`src/sv/hkns_pkg.sv`:
```
// Types, codes and constants shared by the hotkey-or-number selector.
package hkns_pkg;

    localparam int unsigned KEY_W   = 8;
    localparam int unsigned VALUE_W = 31;
    localparam int unsigned COUNT_W = 4;
    localparam int unsigned DATA_W  = 64;

    localparam logic [KEY_W-1:0] KEY_BS    = 8'h08;
    localparam logic [KEY_W-1:0] KEY_ENTER = 8'h0D;
    localparam logic [KEY_W-1:0] KEY_SPACE = 8'h20;
    localparam logic [KEY_W-1:0] KEY_HIGH  = 8'h60;
    localparam logic [KEY_W-1:0] KEY_ZERO  = 8'h30;
    localparam logic [KEY_W-1:0] KEY_NINE  = 8'h39;

    localparam logic [COUNT_W-1:0] DIGIT_MAX = 4'hF;

    // floor(x / 10) == (x * DIV10_RECIP) >> DIV10_SHIFT for any 32-bit x
    localparam logic [31:0] DIV10_RECIP = 32'hCCCC_CCCD;
    localparam int unsigned DIV10_SHIFT = 35;

    typedef enum logic [2:0] {
        OUT_PENDING = 3'd0,
        OUT_ABORTED = 3'd1,
        OUT_KEY     = 3'd2,
        OUT_NUMBER  = 3'd3,
        OUT_EMPTY   = 3'd4
    } t_outcome;

    typedef enum logic [1:0] {
        CFG_ACCEPT_LOW  = 2'd0,
        CFG_ACCEPT_HIGH = 2'd1,
        CFG_MAX_VALUE   = 2'd2,
        CFG_CONFIRM     = 2'd3
    } t_cfg_idx;

    typedef struct packed {
        logic [KEY_W-1:0] key_code;
        logic             abort_flag;
    } t_in_item;

    typedef struct packed {
        t_outcome           outcome;
        logic [VALUE_W-1:0] value;
        logic               echo_valid;
        logic [KEY_W-1:0]   echo_char;
        logic               erase_echo;
    } t_out_item;

    typedef struct packed {
        logic [63:0]        accept_set_low;
        logic [31:0]        accept_set_high;
        logic [VALUE_W-1:0] max_value;
        logic               confirm_keys;
    } t_cfg;

    typedef struct packed {
        logic [VALUE_W-1:0] number_so_far;
        logic [COUNT_W-1:0] digit_count;
        logic               waiting_confirm;
        logic [KEY_W-1:0]   pending_key;
    } t_state;

endpackage

```
`src/sv/hkns_step.sv`:
```
// Next-state and result logic for one key of the prompt.
module hkns_step (
    input  hkns_pkg::t_cfg      i_cfg,
    input  hkns_pkg::t_state    i_state,
    input  hkns_pkg::t_in_item  i_item,
    output hkns_pkg::t_state    o_state,
    output hkns_pkg::t_out_item o_result
);
    import hkns_pkg::*;

    logic [KEY_W-1:0]   w_key;
    logic               w_numbers_on;
    logic               w_in_set;
    logic [6:0]         w_low_off;
    logic [34:0]        w_appended;
    logic [VALUE_W-1:0] w_next;
    logic [34:0]        w_next_x10;
    logic               w_fits;
    logic               w_digit_ok;
    logic [63:0]        w_prod;
    logic [VALUE_W-1:0] w_quot;

    assign w_key        = i_item.key_code;
    assign w_numbers_on = (i_cfg.max_value != '0);

    // Accepted set covers 0x20..0x7F only
    assign w_low_off = w_key[6:0] - KEY_SPACE[6:0];
    always_comb begin
        w_in_set = 1'b0;
        if (!w_key[7] && (w_key >= KEY_SPACE)) begin
            if (w_key < KEY_HIGH) begin
                w_in_set = i_cfg.accept_set_low[w_low_off[5:0]];
            end else begin
                w_in_set = i_cfg.accept_set_high[w_key[4:0]];
            end
        end
    end

    // number * 10 + digit, and the next step's x10 for auto-complete
    assign w_appended = {1'b0, i_state.number_so_far, 3'b000}
                      + {3'b000, i_state.number_so_far, 1'b0}
                      + {31'd0, w_key[3:0]};
    assign w_fits     = (w_appended <= {4'd0, i_cfg.max_value});
    assign w_next     = w_appended[VALUE_W-1:0];
    assign w_next_x10 = {1'b0, w_next, 3'b000} + {3'b000, w_next, 1'b0};

    assign w_digit_ok = w_numbers_on && (w_key >= KEY_ZERO) && (w_key <= KEY_NINE)
                      && w_fits
                      && ((w_key != KEY_ZERO) || (i_state.digit_count != '0));

    // Drop the last digit: divide by ten through the reciprocal
    assign w_prod = {1'b0, i_state.number_so_far} * DIV10_RECIP;
    assign w_quot = VALUE_W'(w_prod >> DIV10_SHIFT);

    always_comb begin
        o_state             = i_state;
        o_result.outcome    = OUT_PENDING;
        o_result.value      = '0;
        o_result.echo_valid = 1'b0;
        o_result.echo_char  = '0;
        o_result.erase_echo = 1'b0;

        if (i_state.waiting_confirm) begin
            if (i_item.abort_flag) begin
                o_result.outcome = OUT_ABORTED;
            end else if (w_key == KEY_ENTER) begin
                o_result.outcome = OUT_KEY;
                o_result.value   = VALUE_W'(i_state.pending_key);
            end else if (w_key == KEY_BS) begin
                o_state.waiting_confirm = 1'b0;
                o_result.erase_echo     = 1'b1;
            end
        end else if (w_numbers_on && w_key[7]) begin
            // wide key while numbers are on: drop it, abort included
        end else if (i_item.abort_flag) begin
            o_result.outcome = OUT_ABORTED;
        end else if ((i_state.digit_count == '0) && w_in_set) begin
            o_result.echo_valid = 1'b1;
            o_result.echo_char  = w_key;
            if (i_cfg.confirm_keys && (w_key > KEY_SPACE)) begin
                o_state.waiting_confirm = 1'b1;
                o_state.pending_key     = w_key;
            end else begin
                o_result.outcome = OUT_KEY;
                o_result.value   = VALUE_W'(w_key);
            end
        end else if ((w_key == KEY_ENTER) && w_numbers_on) begin
            if (i_state.digit_count != '0) begin
                o_result.outcome = OUT_NUMBER;
                o_result.value   = i_state.number_so_far;
            end else begin
                o_result.outcome = OUT_EMPTY;
            end
        end else if ((w_key == KEY_BS) && (i_state.digit_count != '0)) begin
            o_result.erase_echo   = 1'b1;
            o_state.number_so_far = w_quot;
            o_state.digit_count   = i_state.digit_count - 1'b1;
        end else if (w_digit_ok) begin
            o_state.number_so_far = w_next;
            if (i_state.digit_count != DIGIT_MAX) begin
                o_state.digit_count = i_state.digit_count + 1'b1;
            end
            o_result.echo_valid = 1'b1;
            o_result.echo_char  = w_key;
            if ((w_next_x10 > {4'd0, i_cfg.max_value}) && !i_cfg.confirm_keys) begin
                o_result.outcome = OUT_NUMBER;
                o_result.value   = w_next;
            end
        end

        // A settled prompt starts afresh
        if (o_result.outcome != OUT_PENDING) begin
            o_state.number_so_far   = '0;
            o_state.digit_count     = '0;
            o_state.waiting_confirm = 1'b0;
        end
    end

endmodule

```
`src/sv/hotkey_or_number_selector.sv`:
```
// Top level of the hotkey-or-number selector: handshakes, registers and state.
// Takes one upper-cased key per cycle while the consumer keeps up, and returns one result item per key.
// A key accepted into the input register moves on to the result register,
// where it is offered, whenever the result register is empty or its item is
// being taken by the consumer.
// The prompt state loop (number so far, digit count, pending hotkey) closes
// through the step logic alone, so keys may arrive on every clock while the
// consumer keeps up, and one more key is still taken into the input register
// while a result waits for the consumer.
// Configuration writes are accepted on any cycle and take effect at once.
module hotkey_or_number_selector (
    input  logic                         i_clk,
    input  logic                         i_rst_n,
    input  logic                         i_in_valid,
    output logic                         o_in_ready,
    input  hkns_pkg::t_in_item           i_in_data,
    output logic                         o_out_valid,
    input  logic                         i_out_ready,
    output hkns_pkg::t_out_item          o_out_data,
    input  logic                         i_cfg_valid,
    output logic                         o_cfg_ready,
    input  hkns_pkg::t_cfg_idx           i_cfg_index,
    input  logic [hkns_pkg::DATA_W-1:0]  i_cfg_data
);
    import hkns_pkg::*;

    t_cfg      r_cfg;
    t_state    r_state;
    t_state    n_state;
    t_in_item  r_in;
    logic      r_in_vld;
    t_out_item r_out;
    t_out_item n_out;
    logic      r_out_vld;
    logic      w_advance;

    assign w_advance   = !r_out_vld || i_out_ready;
    assign o_in_ready  = !r_in_vld || w_advance;
    assign o_cfg_ready = 1'b1;
    assign o_out_valid = r_out_vld;
    assign o_out_data  = r_out;

    hkns_step u_step (
        .i_cfg    (r_cfg),
        .i_state  (r_state),
        .i_item   (r_in),
        .o_state  (n_state),
        .o_result (n_out)
    );

    always_ff @(posedge i_clk) begin
        if (!i_rst_n) begin
            r_cfg     <= '0;
            r_state   <= '0;
            r_in_vld  <= 1'b0;
            r_out_vld <= 1'b0;
        end else begin
            if (i_cfg_valid && o_cfg_ready) begin
                unique case (i_cfg_index)
                    CFG_ACCEPT_LOW:  r_cfg.accept_set_low  <= i_cfg_data;
                    CFG_ACCEPT_HIGH: r_cfg.accept_set_high <= i_cfg_data[31:0];
                    CFG_MAX_VALUE:   r_cfg.max_value       <= i_cfg_data[VALUE_W-1:0];
                    CFG_CONFIRM:     r_cfg.confirm_keys    <= i_cfg_data[0];
                endcase
            end

            if (i_in_valid && o_in_ready) begin
                r_in_vld <= 1'b1;
            end else if (w_advance) begin
                r_in_vld <= 1'b0;
            end

            // Advance the held item into the result register
            if (w_advance) begin
                r_out_vld <= r_in_vld;
                if (r_in_vld) begin
                    r_state <= n_state;
                end
            end
        end
    end

    always_ff @(posedge i_clk) begin
        if (i_in_valid && o_in_ready) begin
            r_in <= i_in_data;
        end
        if (w_advance && r_in_vld) begin
            r_out <= n_out;
        end
    end

    // Leading zeros are refused, so a 31-bit number has at most ten digits
    a_digit_bound: assert property (@(posedge i_clk) disable iff (!i_rst_n)
        r_state.digit_count <= 4'd10)
        else $error("digit count beyond ten");

    a_confirm_no_digits: assert property (@(posedge i_clk) disable iff (!i_rst_n)
        r_state.waiting_confirm |-> (r_state.digit_count == '0))
        else $error("confirmation awaited with digits typed");

    a_settle_clears: assert property (@(posedge i_clk) disable iff (!i_rst_n)
        (w_advance && r_in_vld && (n_out.outcome != OUT_PENDING))
        |=> ((r_state.digit_count == '0) && !r_state.waiting_confirm
             && (r_state.number_so_far == '0)))
        else $error("prompt state kept after a settled outcome");

    a_echo_char: assert property (@(posedge i_clk) disable iff (!i_rst_n)
        (r_out_vld && r_out.echo_valid) |-> (r_out.echo_char != '0))
        else $error("echo flagged with no character");

    a_state_hold: assert property (@(posedge i_clk) disable iff (!i_rst_n)
        !(w_advance && r_in_vld) |=> $stable(r_state))
        else $error("prompt state moved with no item processed");

endmodule
```
`config.mk`:
```
export PLATFORM = sky130hd
export DESIGN_NAME = hotkey_or_number_selector
export DESIGN_NICKNAME = d
export VERILOG_FILES = /design/src/sv/hkns_pkg.sv /design/src/sv/hkns_step.sv /design/src/sv/hotkey_or_number_selector.sv
export SDC_FILE = /design/constraint.sdc
export NUM_CORES = 1
export LEC_CHECK = 0
export ABC_CLOCK_PERIOD_IN_PS = 7000
export BUFFER_PORTS_ARGS = -buffer_cell sky130_fd_sc_hd__buf_2
export CAP_MARGIN = 20
export CELL_PAD_IN_SITES_DETAIL_PLACEMENT = 2
export CELL_PAD_IN_SITES_GLOBAL_PLACEMENT = 2
export CORE_MARGIN = 2
export CORE_UTILIZATION = 37
export CTS_CLUSTER_DIAMETER = 80
export CTS_CLUSTER_SIZE = 20
export DETAILED_ROUTE_END_ITERATION = 7
export PLACE_DENSITY = 0.82
export SYNTH_ARGS = -nofsm -noshare
export SYNTH_HDL_FRONTEND = slang
export SYNTH_SLANG_ARGS = --single-unit
```
`constraint.sdc`:
```
create_clock -name i_clk -period 7 [get_ports i_clk]
set_clock_uncertainty 0.05 [all_clocks]
set_input_delay 1.4 -clock i_clk [delete_from_list [all_inputs] [get_ports i_clk]]
set_output_delay 1.4 -clock i_clk [all_outputs]
set_load 0.01 [all_outputs]
```
==> results.md <==
* EDFF count, synth at 53
* # IOs at 127
* Cell count after placement at between 4k and 5k
* Worst-case clock buffer depth at 3
* Crit-path max cell delay at 0.75 ns
* Final Non-Filler Cells at 4427
* Comb pwr share at 14.8%
* Simple-Gate Fraction of Synth Area at 11.63%
* Yosys reg bits at 227
* Fin. Hold Viols at 0
* Reg power frac at 48.9%
* Largest family of logic cells by synthesized area: adder cells
* Clock latency on the worst-skew pair at 0.59 ns
* GRT Total Usage at 40.11%
* Syn avg cell area at 9.123 µm²
* Primary FF master, synth: dfxtp_1
* Pin count of the biggest net entering global routing at 99
* Maxcap violations at 1
* Post-CTS Hold Fix Bufs at 0
* Critical setup path kind: reg -> reg
* Count leader, synth: ha_1
* Startpoint Class: flip-flop
* Relative slew slack at -15.16%
* Worst slew pin tran at 1.715 ns
* Site Rows at 97
* Status: finished, violations left
* CP max stage cell: fa_2
* Routed vias/inst at 6.535
* CTS sink cnt at 227
* Die Span Y at 269.6 µm
* Pleak at 17.43 nW
* Final critical-path required period at approximately 8.6 ns
* Number of global-route vias before repair at 31.88k
* FMAX at 0.1161 GHz
* Top cells by count, synth: 437 x ha_1, 421 x inv_1, 354 x nand2_1, 273 x a21oi_1, 247 x fa_1
* Synth Net Count at 3625
* Die width at 269.6 µm
* Final ANT Viol Nets at 0
* Initial antenna violation count at 20
* Critical path arrival at 9.01 ns
* Root Driver: clkbuf_16
* Drt pass-1 iters at 7
* Pwr Total at 2.888 mW
* Starting DRT DRC Count at roughly 2.4k
* CTS tree: done
* Final setup vio count at between 70 and 80
* RePlAce Congestion at 0.9543
* First-pass GRT wire length at ~220000 µm
* Mux contribution to synthesized area at 3.164%
* Synthesized area at 26100 µm²
* Synth area leader: ha_1
* Synthesized instance count at 2861
* Int Power at 1.973 mW
* HPWL after DPL at roughly 100000 µm
* Total CTS buffers at 16
* Clock power frac at 36.4%
* Top area cells in the synthesized netlist: ha_1 21%, fa_1 19%, dfxtp_1 13%, edfxtp_1 6.1%, inv_1 6.1%
* Routed WL at 175700 µm
* Ys Warns at 0
* CP max FO at 6
* Clock slew seen by the registers of the worst setup and hold paths at 0.11 ns
* PwrDens at about 84 nW/µm²
* Final Worst Setup Slack at -1.613 ns
* Area Overhead vs Synth at 32.11%
* Switching portion of total power at 31.67%
* Initial Util at 37.34%
* WL per Instance at 39.68 µm
* Synth unique cells at 82
* DR vias at 28.93k
* PortBufs at 125
* RSZ-0062 raised after global routing: true
* Post-synth ARST share at 0%
* Failing checks: capacitance limit, slew limit, setup timing
* Worst hold path class: reg -> reg
* Worst hold margin at 0.4145 ns
* Compound-cell area share of the yosys netlist at around 15%
* Area share of fa/ha/maj cells after synthesis at 39.89%
* DRC viols at 0
* Post-Synth XOR/XNOR Area at 2.915%
* Setup TNS at -93.69 ns
* Final Cycle Share at 123.0%
* Full die area at between 70000 and 80000 µm²
* CP endpoint kind: flip-flop
* Final nets at 4230
* P_sw at 0.9146 mW
* H-tree Lvls at 1
* Final Slew Violations at 4
* Buffer and inverter count on the worst path at 6
* Core Area at 69910 µm²
* Share of cells above drive strength 1 at a little under a third
* Worst path top cell family by delay: adder cells
* Total congestion overflow at 0
* Synth top area share at 20.95%
* Post-synthesis sequential area ratio at 19.44%
* Critical Path RT at 7.40 ns
* VDD IR-drop max at 0.1590 mV
==> state kept, by name, summed over array words and instances (netlist names) <==
signal       cells
o_out_data      44
r_state         44
r_in_vld         1
r_cfg          128
o_out_valid      1
r_in             9
==> layout make-up <==
| class | instances | area [µm²] |
|---|---|---|
| Inverter | 424 | 1610 |
| Sequential cell | 227 | 5111 |
| Multi-Input combinational cell | 2123 | 21050 |
| Timing Repair Buffer | 674 | 5011 |
| Antenna cell | 13 | 32.53 |
| Clock buffer | 20 | 436.7 |
| Fill cell | 7324 | 35420 |
| Clock inverter | 6 | 57.56 |
| Tap cell | 940 | 1176 |
==> layout by cell type (no fill, tap or decap), types with 15 or more instances in the layout <==
master | netlist | final
buf_4 | 5 | 514
ha_1 | 437 | 401
inv_1 | 421 | 395
nand2_1 | 354 | 352
a21oi_1 | 273 | 239
fa_1 | 247 | 211
dfxtp_1 | 174 | 153
buf_2 | 7 | 126
nor2_1 | 94 | 84
o21ai_0 | 87 | 55
edfxtp_1 | 53 | 53
a21o_1 | 49 | 49
xnor2_1 | 59 | 45
mux2i_1 | 42 | 38
fa_2 | 0 | 36
nand4_1 | 31 | 31
a21oi_2 | 0 | 29
ha_4 | 0 | 29
nand3_1 | 34 | 25
inv_2 | 2 | 24
a22o_1 | 23 | 23
xor2_1 | 26 | 21
nor2b_1 | 20 | 20
o2bb2ai_4 | 0 | 20
nand2b_1 | 19 | 18
o21a_1 | 18 | 18
buf_6 | 3 | 18
mux4_2 | 17 | 17
clkbuf_16 | 0 | 17
dfxtp_2 | 0 | 17
nor3_1 | 23 | 16
and2_1 | 18 | 15
xnor2_2 | 1 | 15
o21ai_1 | 0 | 15
==> timing repair <==
action                                  4_1_cts  5_1_grt
resized for setup                           204      202
endpoints found under the setup margin       76       77
cloned                                        5        0
setup buffers                                49       42
pin swaps                                   106      135
==> path summary, 6_finish.rpt <==
kind                                   from          end  slack (ns)  depth (start not counted)
worst min-delay path              r_cfg[96]    r_cfg[96]        0.41                          2
worst max-delay path            r_state[24]  r_state[35]       -1.61                         27
worst max register to register  r_state[24]  r_state[35]       -1.61                         27
worst min register to register    r_cfg[96]    r_cfg[96]        0.41                          2
==> per-layer routing <==
layer / share of wire (%) / vias up / global-route usage [%]
met5: 0.064 / - / 0
met1: 31 / 14340 / 38.77
met4: 13 / 8 / 38.48
met3: 9.3 / 1341 / 8.380
met2: 46 / 2231 / 70.79
li1: - / 11011 / -
==> power groups by stage <==
stage	Combinational [mW]	Sequential (mW)	Clock, mW
after CTS	0.361	1.41	1.02
final	0.427	1.41	1.05
after detailed placement	0.323	1.44	0
after floorplan	0.181	1.43	0
after global placement	0.303	1.43	0
after global routing	0.437	1.41	1.08
==> worst min-delay path: cells and delay by family, from the launching register on <==
family / cells / cell delay [ns]
AND/OR/NAND/NOR: 1 / 0.05
flip-flops: 1 / 0.32
AO/OA/AOI/OAI: 1 / 0.05
==> cells by family (layout without fill, tap and decap cells) <==
| logic type | after synthesis | count (layout) |
|---|---|---|
| other | 2 | 15 |
| adder cells (fa/ha/maj) | 684 | 684 |
| buffers and inverters | 511 | 1124 |
| AO/OA/AOI/OAI | 623 | 623 |
| multiplexers | 61 | 61 |
| flip-flops | 227 | 227 |
| XOR/XNOR | 86 | 86 |
| AND/OR/NAND/NOR | 667 | 667 |
==> through the flow <==
stage / area (µm²) / worst slack (ns) / util, %
CTS: 33200 / -0.9280 / 47.49
floorplan: 26330 / 0.001479 / -
global placement: 31240 / -0.5893 / 44.68
finish: 34480 / -1.613 / 49.33
detailed placement: 31250 / -1.172 / 44.71
global route: 34470 / -1.694 / 49.31
(Power assumes the default switching activity.)
